$ cat src/rtl/tcud_pkg.sv
// Shared types, constants and the 8-bit extra table of the text code-unit decoder.
package tcud_pkg;

  localparam int CP_W       = 21;
  localparam int UNIT_W     = 16;
  localparam int FIFO_DEPTH = 4;
  localparam int PTR_W      = $clog2(FIFO_DEPTH);
  localparam int CNT_W      = $clog2(FIFO_DEPTH + 1);

  localparam logic [UNIT_W-1:0] UNIT_BOM       = 16'hFEFF;
  localparam logic [UNIT_W-1:0] UNIT_HIGH_MIN  = 16'hD800;
  localparam logic [UNIT_W-1:0] UNIT_HIGH_MAX  = 16'hDBFF;
  localparam logic [UNIT_W-1:0] UNIT_LOW_MIN   = 16'hDC00;
  localparam logic [UNIT_W-1:0] UNIT_LOW_MAX   = 16'hDFFF;
  localparam logic [CP_W-1:0]   CP_SUPPL_BASE  = 21'h10000;
  localparam logic [7:0]        EXTRA_MIN      = 8'h80;
  localparam logic [7:0]        EXTRA_MAX      = 8'h9F;

  typedef enum logic [1:0] {
    MODE_PLAIN   = 2'd0,
    MODE_EXTRA   = 2'd1,
    MODE_UTF16LE = 2'd2,
    MODE_UTF16BE = 2'd3
  } text_mode_t;

  // One queue entry holds every result caused by one accepted byte.
  typedef struct packed {
    logic [CP_W-1:0] cp0;
    logic [CP_W-1:0] cp1;
    logic            two;
    logic            eot;
  } entry_t;

  function automatic logic [UNIT_W-1:0] extra_map(input logic [4:0] idx);
    logic [UNIT_W-1:0] cp;
    case (idx)
      5'd0:  cp = 16'h20AC;
      5'd1:  cp = 16'h0081;
      5'd2:  cp = 16'h201A;
      5'd3:  cp = 16'h0192;
      5'd4:  cp = 16'h201E;
      5'd5:  cp = 16'h2026;
      5'd6:  cp = 16'h2020;
      5'd7:  cp = 16'h2021;
      5'd8:  cp = 16'h02C6;
      5'd9:  cp = 16'h2030;
      5'd10: cp = 16'h0160;
      5'd11: cp = 16'h2039;
      5'd12: cp = 16'h0152;
      5'd13: cp = 16'h0164;
      5'd14: cp = 16'h017D;
      5'd15: cp = 16'h0179;
      5'd16: cp = 16'h0090;
      5'd17: cp = 16'h2035;
      5'd18: cp = 16'h2032;
      5'd19: cp = 16'h2036;
      5'd20: cp = 16'h2033;
      5'd21: cp = 16'h2022;
      5'd22: cp = 16'h2013;
      5'd23: cp = 16'h2014;
      5'd24: cp = 16'h02DC;
      5'd25: cp = 16'h2122;
      5'd26: cp = 16'h0161;
      5'd27: cp = 16'h203A;
      5'd28: cp = 16'h0153;
      5'd29: cp = 16'h0165;
      5'd30: cp = 16'h017E;
      default: cp = 16'h0178;
    endcase
    return cp;
  endfunction

endpackage

$ cat src/rtl/tcud_if.sv
// Channel interfaces of the text code-unit decoder: byte input, result output, mode write.
interface tcud_text_if;
  logic       valid;
  logic       ready;
  logic [7:0] data_byte;
  logic       final_byte;
  modport source (output valid, data_byte, final_byte, input ready);
  modport sink   (input valid, data_byte, final_byte, output ready);
endinterface

interface tcud_result_if;
  logic                    valid;
  logic                    ready;
  logic [tcud_pkg::CP_W-1:0] code_point;
  logic                    end_of_text;
  modport source (output valid, code_point, end_of_text, input ready);
  modport sink   (input valid, code_point, end_of_text, output ready);
endinterface

interface tcud_cfg_if;
  logic       valid;
  logic       ready;
  logic [1:0] text_mode;
  modport source (output valid, text_mode, input ready);
  modport sink   (input valid, text_mode, output ready);
endinterface

$ cat src/rtl/tcud_front.sv
// Front end: accepts bytes, keeps the unit and surrogate state, and forms queue entries.
module tcud_front (
  input  logic            clk,
  input  logic            rst,
  tcud_text_if.sink       text,
  tcud_cfg_if.sink        cfg,
  input  logic            full,
  output logic            push,
  output tcud_pkg::entry_t entry
);
  import tcud_pkg::*;

  text_mode_t        mode;
  logic [7:0]        held_byte, held_byte_next;
  logic              byte_pending, byte_pending_next;
  logic [UNIT_W-1:0] high_unit, high_unit_next;
  logic              high_pending, high_pending_next;

  logic [7:0]        b;
  logic              last;
  logic [UNIT_W-1:0] unit;
  logic              unit_high, unit_low;
  logic [1:0]        n;
  logic [CP_W-1:0]   cp0, cp1;

  assign b         = text.data_byte;
  assign last      = text.final_byte;
  assign unit      = (mode == MODE_UTF16LE) ? {b, held_byte} : {held_byte, b};
  assign unit_high = (unit >= UNIT_HIGH_MIN) && (unit <= UNIT_HIGH_MAX);
  assign unit_low  = (unit >= UNIT_LOW_MIN) && (unit <= UNIT_LOW_MAX);

  assign text.ready = !full;
  assign cfg.ready  = 1'b1;

  always_comb begin
    held_byte_next    = held_byte;
    byte_pending_next = byte_pending;
    high_unit_next    = high_unit;
    high_pending_next = high_pending;
    n   = 2'd0;
    cp0 = '0;
    cp1 = '0;
    unique case (mode) inside
      MODE_PLAIN: begin
        cp0 = {{(CP_W-8){1'b0}}, b};
        n   = 2'd1;
      end
      MODE_EXTRA: begin
        if ((b >= EXTRA_MIN) && (b <= EXTRA_MAX)) begin
          cp0 = {{(CP_W-UNIT_W){1'b0}}, extra_map(b[4:0])};
        end else begin
          cp0 = {{(CP_W-8){1'b0}}, b};
        end
        n = 2'd1;
      end
      MODE_UTF16LE, MODE_UTF16BE: begin
        if (!byte_pending) begin
          if (last) begin
            // Odd trailing byte: a held surrogate goes out first, then a zero.
            if (high_pending) begin
              cp0 = {{(CP_W-UNIT_W){1'b0}}, high_unit};
              n   = 2'd2;
            end else begin
              n   = 2'd1;
            end
          end else begin
            held_byte_next    = b;
            byte_pending_next = 1'b1;
          end
        end else begin
          held_byte_next    = '0;
          byte_pending_next = 1'b0;
          if (high_pending) begin
            high_unit_next    = '0;
            high_pending_next = 1'b0;
            if (unit_low) begin
              cp0 = CP_SUPPL_BASE + {{(CP_W-20){1'b0}}, high_unit[9:0], unit[9:0]};
              n   = 2'd1;
            end else begin
              cp0 = {{(CP_W-UNIT_W){1'b0}}, high_unit};
              n   = 2'd1;
              if (unit != UNIT_BOM) begin
                if (unit_high && !last) begin
                  high_unit_next    = unit;
                  high_pending_next = 1'b1;
                end else begin
                  cp1 = {{(CP_W-UNIT_W){1'b0}}, unit};
                  n   = 2'd2;
                end
              end
            end
          end else if (unit != UNIT_BOM) begin
            if (unit_high && !last) begin
              high_unit_next    = unit;
              high_pending_next = 1'b1;
            end else begin
              cp0 = {{(CP_W-UNIT_W){1'b0}}, unit};
              n   = 2'd1;
            end
          end
        end
      end
    endcase
    if (last) begin
      // The final byte always yields a flagged result and ends the text.
      if (n == 2'd0) begin
        n = 2'd1;
      end
      held_byte_next    = '0;
      byte_pending_next = 1'b0;
      high_unit_next    = '0;
      high_pending_next = 1'b0;
    end
  end

  assign push      = text.valid && text.ready && (n != 2'd0);
  assign entry.cp0 = cp0;
  assign entry.cp1 = cp1;
  assign entry.two = (n == 2'd2);
  assign entry.eot = last;

  always_ff @(posedge clk) begin
    if (rst) begin
      mode         <= MODE_PLAIN;
      held_byte    <= '0;
      byte_pending <= 1'b0;
      high_unit    <= '0;
      high_pending <= 1'b0;
    end else if (cfg.valid && cfg.ready) begin
      mode         <= text_mode_t'(cfg.text_mode);
      held_byte    <= '0;
      byte_pending <= 1'b0;
      high_unit    <= '0;
      high_pending <= 1'b0;
    end else if (text.valid && text.ready) begin
      held_byte    <= held_byte_next;
      byte_pending <= byte_pending_next;
      high_unit    <= high_unit_next;
      high_pending <= high_pending_next;
    end
  end

endmodule

$ cat src/rtl/tcud_queue.sv
// Short register queue of result entries between the front and back ends.
module tcud_queue (
  input  logic             clk,
  input  logic             rst,
  input  logic             push,
  input  tcud_pkg::entry_t push_data,
  output logic             full,
  input  logic             pop,
  output tcud_pkg::entry_t head,
  output logic             empty
);
  import tcud_pkg::*;

  entry_t           slots [FIFO_DEPTH];
  logic [PTR_W-1:0] wr_ptr, rd_ptr;
  logic [CNT_W-1:0] count;
  logic             do_push, do_pop;

  assign full    = (count == CNT_W'(FIFO_DEPTH));
  assign empty   = (count == '0);
  assign do_push = push && !full;
  assign do_pop  = pop && !empty;
  assign head    = slots[rd_ptr];

  always_ff @(posedge clk) begin
    if (do_push) begin
      slots[wr_ptr] <= push_data;
    end
  end

  always_ff @(posedge clk) begin
    if (rst) begin
      wr_ptr <= '0;
      rd_ptr <= '0;
      count  <= '0;
    end else begin
      if (do_push) begin
        wr_ptr <= (wr_ptr == PTR_W'(FIFO_DEPTH-1)) ? '0 : wr_ptr + 1'b1;
      end
      if (do_pop) begin
        rd_ptr <= (rd_ptr == PTR_W'(FIFO_DEPTH-1)) ? '0 : rd_ptr + 1'b1;
      end
      case ({do_push, do_pop})
        2'b10:   count <= count + 1'b1;
        2'b01:   count <= count - 1'b1;
        default: count <= count;
      endcase
    end
  end

endmodule

$ cat src/rtl/tcud_back.sv
// Back end: unpacks each queue entry into one or two result beats.
module tcud_back (
  input  logic             clk,
  input  logic             rst,
  input  tcud_pkg::entry_t head,
  input  logic             empty,
  output logic             pop,
  tcud_result_if.source    result
);
  import tcud_pkg::*;

  logic second;
  logic accept, at_last;

  assign at_last            = second || !head.two;
  assign accept             = result.valid && result.ready;
  assign pop                = accept && at_last;
  assign result.valid       = !empty;
  assign result.code_point  = second ? head.cp1 : head.cp0;
  assign result.end_of_text = head.eot && at_last;

  always_ff @(posedge clk) begin
    if (rst) begin
      second <= 1'b0;
    end else if (accept) begin
      second <= !at_last;
    end
  end

endmodule

$ cat src/rtl/text_code_unit_decoder.sv
// Top level of the text code-unit decoder: front end, entry queue and back end.
// A byte's results are registered in the entry queue and leave from its head.
// Throughput: one byte per cycle when the queue is not full; results leave one per
// ready cycle, so a two-result byte takes two output beats; the queue absorbs it.
// Reset (synchronous, active high) selects plain mode, clears held bytes and
// surrogates, and empties the queue; no clearing pass is needed.
module text_code_unit_decoder (
  input  logic          clk,
  input  logic          rst,
  tcud_text_if.sink     text,
  tcud_result_if.source result,
  tcud_cfg_if.sink      cfg
);
  import tcud_pkg::*;

  // The front end decides, in the cycle a byte beat arrives, every result that
  // byte causes and writes them as one entry. It stalls only when the queue is
  // full, so a slow result sink does not hold back the byte side right away.
  logic   push, full, pop, empty;
  entry_t entry, head;

  tcud_front u_front (
    .clk   (clk),
    .rst   (rst),
    .text  (text),
    .cfg   (cfg),
    .full  (full),
    .push  (push),
    .entry (entry)
  );

  // Four entries of slack between the two halves.
  tcud_queue u_queue (
    .clk       (clk),
    .rst       (rst),
    .push      (push),
    .push_data (entry),
    .full      (full),
    .pop       (pop),
    .head      (head),
    .empty     (empty)
  );

  // The back end walks the head entry one result beat at a time and flags the
  // last result of the final byte.
  tcud_back u_back (
    .clk    (clk),
    .rst    (rst),
    .head   (head),
    .empty  (empty),
    .pop    (pop),
    .result (result)
  );

endmodule

$ cat src/flat_wrapper.sv
// flat-port wrapper written by rule: the top's interface ports become plain ports
module text_code_unit_decoder_flat import tcud_pkg::*;
  (clk, rst, text_valid, text_data_byte, text_final_byte, text_ready, result_valid, result_code_point, result_end_of_text, result_ready, cfg_valid, cfg_text_mode, cfg_ready);
  tcud_text_if text_i ();
  tcud_result_if result_i ();
  tcud_cfg_if cfg_i ();
  input  logic clk;
  input  logic rst;
  input wire logic [$bits(text_i.valid)-1:0] text_valid;
  input wire logic [$bits(text_i.data_byte)-1:0] text_data_byte;
  input wire logic [$bits(text_i.final_byte)-1:0] text_final_byte;
  output wire logic [$bits(text_i.ready)-1:0] text_ready;
  output wire logic [$bits(result_i.valid)-1:0] result_valid;
  output wire logic [$bits(result_i.code_point)-1:0] result_code_point;
  output wire logic [$bits(result_i.end_of_text)-1:0] result_end_of_text;
  input wire logic [$bits(result_i.ready)-1:0] result_ready;
  input wire logic [$bits(cfg_i.valid)-1:0] cfg_valid;
  input wire logic [$bits(cfg_i.text_mode)-1:0] cfg_text_mode;
  output wire logic [$bits(cfg_i.ready)-1:0] cfg_ready;
  assign text_i.valid = text_valid;
  assign text_i.data_byte = text_data_byte;
  assign text_i.final_byte = text_final_byte;
  assign text_ready = text_i.ready;
  assign result_valid = result_i.valid;
  assign result_code_point = result_i.code_point;
  assign result_end_of_text = result_i.end_of_text;
  assign result_i.ready = result_ready;
  assign cfg_i.valid = cfg_valid;
  assign cfg_i.text_mode = cfg_text_mode;
  assign cfg_ready = cfg_i.ready;
  text_code_unit_decoder u_core (.clk(clk), .rst(rst), .text(text_i), .result(result_i), .cfg(cfg_i));
endmodule
$ cat config.mk
export PLATFORM = sky130hd
export DESIGN_NAME = text_code_unit_decoder_flat
export DESIGN_NICKNAME = d
export VERILOG_FILES = /design/src/rtl/tcud_pkg.sv /design/src/rtl/tcud_if.sv /design/src/rtl/tcud_front.sv /design/src/rtl/tcud_queue.sv /design/src/rtl/tcud_back.sv /design/src/rtl/text_code_unit_decoder.sv /design/src/flat_wrapper.sv
export SDC_FILE = /design/constraint.sdc
export NUM_CORES = 1
export LEC_CHECK = 0
export ABC_AREA = 1
export BUFFER_PORTS_ARGS = -buffer_cell sky130_fd_sc_hd__buf_4
export CAP_MARGIN = 20
export CORE_ASPECT_RATIO = 1.25
export CORE_MARGIN = 8
export CORE_UTILIZATION = 25
export DETAILED_ROUTE_END_ITERATION = 7
export GPL_TIMING_DRIVEN = 0
export HOLD_SLACK_MARGIN = 0.12
export PLACE_DENSITY_LB_ADDON = 0.1
export RECOVER_POWER = 100
export SLEW_MARGIN = 20
export SYNTH_ARGS = -nofsm -noshare
export SYNTH_HDL_FRONTEND = slang
export SYNTH_SLANG_ARGS = --single-unit
$ cat constraint.sdc
create_clock -name clk -period 3.97 [get_ports clk]
set_clock_uncertainty 0.15 [all_clocks]
set_input_delay 0 -clock clk [delete_from_list [all_inputs] [get_ports clk]]
set_output_delay 0 -clock clk [all_outputs]
set_load 0.005 [all_outputs]
==> Word level (Yosys, flattened, before mapping) <==
Memories as Yosys holds them, arrays and structs flattened. A register that Yosys moved wholly into a read port is not among the register bits.
Cells that the tools add are included.
{ "totals": {"register_bits": 36, "ram_bits": 176, "mem_bits_ro": 352, "in_bits": 16, "output_inout_bits": 25, "wordCells": 120, "mem_count": 2} }
{ "mem_list": {"columns": ["name", "depth", "word_bits", "read_ports", "rd_clocked_by_memory_dff", "wr", "line_no", "text"], "rows": [
  ["(name not given)", 32, 11, 1, 0, 0, "tcud_pkg.sv:36", "case (idx)"],
  ["u_core.u_queue.slots", 4, 44, 1, 1, 1, "tcud_queue.sv:14", "entry_t slots [FIFO_DEPTH];"]
]} }
{ "op_classes": {"n_addsub": 5, "n_lt_le_gt_ge": 6, "n_eq_ne": 10, "n_mux": 56, "reduce_logical": 32} }
{ "op_table": {"columns": ["op", "count"], "rows": [
  ["$mux W16", 16],
  ["$mux W21", 7],
  ["$pmux W21 S3", 1],
  ["$ge A16 B16 Y1 const B", 2],
  ["$le A16 B16 Y1 const B", 2],
  ["$mux W2", 13],
  ["$mux W8", 3],
  ["$add A17 B20 Y21 const A", 1],
  ["$ne A16 B16 Y1 const B", 1],
  ["$mux W1", 14],
  ["$eq A2 B2 Y1 const B", 6],
  ["$logic_and A1 B1 Y1", 11],
  ["$ge A8 B8 Y1 const B", 1],
  ["$le A8 B8 Y1 const B", 1],
  ["$reduce_bool A2 Y1", 4],
  ["$pmux W3 S2", 1],
  ["$reduce_bool A3 Y1", 2],
  ["$reduce_or A2 Y1", 3],
  ["$logic_not A1 Y1", 5],
  ["$reduce_and A5 Y1", 1],
  ["$add A2 B1 Y2 const B", 2],
  ["$eq A2 B1 Y1 const B", 2],
  ["$logic_not A2 Y1", 2],
  ["$pmux W2 S2", 1],
  ["7 further kinds", 7]
]} }

==> Logic depth before layout (Yosys ltp) <==
{ "depth": {"depth_word": 19, "ltp_mapped": 22, "mapped_depth_nobuf": 21} }

==> By module <==
From an unflattened synthesis, not the netlist that was laid out.
{ "unflattened": {"hier_cells": 1092, "area_unflattened_um2": 10353.7} }
{ "modules_own_cells": {"columns": ["module", "instances", "cells_per_inst", "area_per_inst_um2", "seq_area_each_um2"], "rows": [
  ["tcud_queue", 1, 496, 7115.6, 5465.2],
  ["tcud_front", 1, 516, 2899.0, 560.5],
  ["tcud_back", 1, 80, 339.1, 20.0]
]} }

==> Worst setup path before layout <==
OpenSTA, ideal clock, no wires.
{ "synth_path": {"kind": "reg-to-reg", "from": "register u_core.u_front.mode[0]", "to": "memory u_core.u_queue.slots[3][0] in the netlist's numbering, enable pin", "setup_time_ns": 0.435, "arrival_ns": 3.247, "required_time_ns": 3.385, "setup_slack_ns": 0.138, "stages_incl_launch_ff": 16, "n_path_buf": 2, "period_less_slack_ns": 3.832, "cell_sequence": "dfxtp_1 > inv_4 > nand2_4 > buf_6 > nand2_1 > nand2_1 > nor2_1 > nand3_1 > buf_6 > nand3_4 > nand2_2 > nand2_4 > nand3_2 > nand3_4 > nand2_4 > nor2_1"} }
{ "synth_via": {"elab_chain_len": 19, "elab_cells_between_ends": 31, "cone_classes": "order compare (4); eq/ne (4); mux (13); reduce/logical (10)"} }
{ "synth_rtl": {"columns": ["item", "line_no", "text"], "rows": [
  ["start: declaration", "tcud_front.sv:13", "text_mode_t mode;"],
  ["start signal: assignment", "tcud_front.sv:130", "mode <= text_mode_t'(cfg.text_mode);"],
  ["$eq A2 B2 Y1", "tcud_front.sv:28", "assign unit = (mode == MODE_UTF16LE) ? {b, held_byte} : {held_byte, b};"],
  ["$mux W16", "tcud_front.sv:28", null],
  ["$ge A16 B16 Y1 / $le A16 B16 Y1 (equally long branches)", "tcud_front.sv:29", "assign unit_high = (unit >= UNIT_HIGH_MIN) && (unit <= UNIT_HIGH_MAX);"],
  ["$logic_and A1 B1 Y1", "tcud_front.sv:29", null],
  ["$logic_and A1 B1 Y1", "tcud_front.sv:83, tcud_front.sv:93", null],
  ["$mux W2", "tcud_front.sv:83", "if (unit_high && !last) begin"],
  ["$mux W2", "tcud_front.sv:82", "if (unit != UNIT_BOM) begin"],
  ["$mux W2", "tcud_front.sv:76", "if (unit_low) begin"],
  ["[... 3 more ...]", null, null],
  ["$logic_not A2 Y1", "tcud_front.sv:106", "if (n == 2'd0) begin"],
  ["$mux W2", "tcud_front.sv:106", null],
  ["$mux W2 (*)", "tcud_front.sv:104", "if (last) begin"],
  ["$reduce_bool A2 Y1 (*)", "tcud_front.sv:116", "assign push = text.valid && text.ready && (n != 2'd0);"],
  ["$logic_and A1 B1 Y1 (*)", "tcud_front.sv:116", null],
  ["$logic_and A1 B1 Y1 (*)", "tcud_queue.sv:21", "assign do_push = push && !full;"],
  ["$mux W1 (*)", "tcud_queue.sv:26", "if (do_push) begin"],
  ["$mux W1 (implied by the code) (*)", "tcud_queue.sv:27", "slots[wr_ptr] <= push_data;"],
  ["end: declaration", "tcud_queue.sv:14", null]
]} }
Every way passes the cells marked *; elsewhere a longest branch is shown, timed or not.

==> Worst setup path in the final report <==
{ "layout_path": {"from": "register u_core.u_front.mode[1]", "to": "memory u_core.u_queue.slots[1][28] in the netlist's numbering, enable pin"} }
Same word-level chain as after synthesis.

==> metrics.md <==
| Metric | Value |
|---|---|
| Outcome | completed |
| Worst EP required | ~3.9 ns |
| Synth warnings | 0 |
| Critical path data arrival time | 3.57 ns |
| Pleak | approximately 3.9 nW |
| Pwr/cell area | slightly above 500 mW/mm2 |
| Worst Setup End Kind | register |
| Clock buffer depth | 2 |
| Final min period | approximately 3.6 ns |
| Most common cell in the netlist | nor2_1 |
| Post-synth top area share | 0.506 |
| DP Area | slightly above 0.01 mm2 |
| Die W | about 190 um |
| Critical-path top delay cell | dfxtp_1 |
| Hpwl dp | approximately 23 mm |
| Sequential area share after synthesis | 0.588 |
| Row cnt | between 70 and 80 |
| First-pass GRT wire length | around 47 mm |
| Placed Cells | roughly 1,500 |
| Routed wire length | approximately 31 mm |
| Hold Vio Cnt, Final | 0 |
| Gpl congestion | around 0.85 |
| Hold Slack | roughly 0.15 ns |
| Clock buffer count from CTS | 17 |
| Slew Viols, Final | 0 |
| Synth cell count leaders | nor2_1, edfxtp_1, o21ai_0, nand2_1, inv_1 |
| Top cells by area, synth | edfxtp_1, nor2_1, dfxtp_1, o21ai_0, nand2_1 |
| Final setup violation count | 0 |
| Net count, final | about 1,100 |
| GRT overflow | 0 |
| Setup_tns | 0 ns |
| Synth async-reset ratio | 0 |
| Synth cell types | between 40 and 50 |
| Root Driver | clkbuf_16 |
| Avg Vias per Cell | 4.66 |
| CP most frequent cell | nand2_1 |
| Pre-CTS WS | 0.409 ns |
| DRC viols | 0 |
| Antenna violations before repair | 0 |
| Post-synth EDFFs | 156 |
| Setup WS post-layout | 0.361 ns |
| Hold Path Class | in2reg |
| Fmax | 0.277 GHz |
| Worst path max stage delay | around 0.44 ns |
| Layout cells sized above 1 | 0.0888 |
| Initial DRC count | 394 |
| Starting Density | 0.251 |
| Largest net degree at the start of global routing | 22 |
| Sink Count | ~190 |
| Clock Latency Late Sink | between 0.4 and 0.5 ns |
| Mean Syn Cell Area | about 9.3 um2 |
| Area leader, netlist | edfxtp_1 |
| Slew HR | 0.275 |
| FILL cells | slightly below 4,000 |
| Die ar. | 0.0435 mm2 |
| RSZ-0062 raised after global routing | no |
| TritonCTS clock tree | built |
| Global Route Usage Sum | 0.146 |
| H-tree levels | 4 |
| Max-cap violations | 0 |
| Port Buffers | 38 |
| CTS clk-pin slew, worst paths | around 0.070 ns |
| Max FO, Critical Path | 20 |
| Total power draw | roughly 5.6 mW |
| Wire per inst | 19.9 um |
| Post-layout util | 0.298 |
| Antenna viol nets, final | 0 |
| Worst slew pin tran | between 1 and 1.5 ns |
| Syn Nets | a little over 1,000 |
| Synth Register Bits | just under 200 |
| CP Cell Sequence | buf_4, inv_2, nor2_1, nand2_1, nand2_1, nor2_1, nand2_1, nor2_2, nand2_2, nand2_1, nand2_4, nand3_2, nand3_4, nand2_4, nor2_4, buf_16, clkbuf_4 |
| Finished Layout Cells | about 1,600 |
| DIE HEIGHT | approximately 230 um |
| Synth Flop Type | edfxtp_1 |
| Period utilisation layout | 0.909 |
| N_diodes | 0 |
| Cells after Synth | ~1,000 |
| Vias in the first global route | 7,233 |
| Crit path kind | reg2reg |
| Fin area | roughly 0.011 mm2 |
| CP Launch Type | register |
| Area Growth Syn to Fin | 18.6% |
| Drt pass-1 iters | 7 |
| Total I/O pin count | between 40 and 50 |
| Via count | between 7,000 and 8,000 |
| Max VDD drop | 0.284 mV |
| Mapped cell area | slightly above 0.009 mm2 |
| Core area | ~0.037 mm2 |
## worst max-delay path, delay by kind of cell (launching register included)
kind | cells | cell delay [ns]
buffers and inverters | 4 | 0.92
DFF | 1 | 0.44
and+or+nand+nor | 13 | 1.72
## routing by layer
metal  wire, um  track usage
met1      13700        0.176
met2      16200        0.262
met3        902       0.0198
met4        604       0.0508
met5          0            0
## where the power goes
group          switching [mW]  internal [mW]
clock network           0.762          0.792
registers              0.0504           2.34
logic                    1.10          0.548
total                    1.91           3.68
## registers in the layout (all words and copies together), names as in the netlist, named ones only
register	cells
u_core.u_queue.count	3
u_core.u_front.byte_pending	1
u_core.u_front.held_byte	8
u_core.u_back.second	1
u_core.u_queue.rd_ptr	2
u_core.u_front.mode	2
u_core.u_queue.slots	156
u_core.u_queue.wr_ptr	2
u_core.u_front.high_unit	16
u_core.u_front.high_pending	1
## worst paths after layout
| kind | from | endpoint | cells after the start | slack [ns] |
|---|---|---|---|---|
| max | u_core.u_front.mode[1]$_SDFFE_PP0P_ | u_core.u_queue.slots[1][28]$_DFFE_PP_ | 17 | 0.36 |
| min | text_data_byte[2] | u_core.u_front.high_unit[2]$_SDFFE_PP0P_ | 7 | 0.15 |
| max reg2reg | u_core.u_front.mode[1]$_SDFFE_PP0P_ | u_core.u_queue.slots[1][28]$_DFFE_PP_ | 17 | 0.36 |
| min reg2reg | u_core.u_front.high_unit[15]$_SDFFE_PP0P_ | u_core.u_front.high_unit[15]$_SDFFE_PP0P_ | 2 | 0.32 |
## repair_timing
| item | in CTS | in global routing |
|---|---|---|
| setup buffers | 0 | 0 |
| gates resized for setup | 0 | 0 |
| hold buffers | 22 | 0 |
| hold endpoints to repair | 65 | 0 |
## cells in the final DEF, fill, tap and decap left out, types with 4 or more instances in the layout
cell type      count
nor2_1           229
dlygate4sd3_1     22
o21ai_0          121
edfxtp_1         156
clkbuf_1          54
nor2_4             4
a21oi_1           57
clkbuf_16         17
a31oi_1           18
a211oi_1           5
clkbuf_4          21
nor3_1             6
o22ai_1           26
o211ai_1           7
nand2_1          116
ha_1              14
clkinv_2           4
nand2_2            5
dfxtp_1           38
inv_1             69
nand3_1           29
nand4_1            5
buf_4             15
## cell families after synthesis
family | share of synthesized area
compound gates | 0.152
xor+xnor | 0.000945
fa+ha+maj | 0.0211
buf+inv | 0.0573
flops | 0.588
other cells | 0.000405
simple gates | 0.180
## layout make-up
cell class,count,area [um2],share of cell area
Timing Repair Buffer,68,621,0.0565
Tap cell,486,608,0.0553
Inverter,73,277,0.0252
Buffer,53,236,0.0215
Sequential cell,194,5450,0.495
Clock buffer,21,440,0.0401
Clock inverter,11,65.1,0.00592
Multi-Input combinational cell,672,3300,0.300
Power figures use the tool's default switching activity.
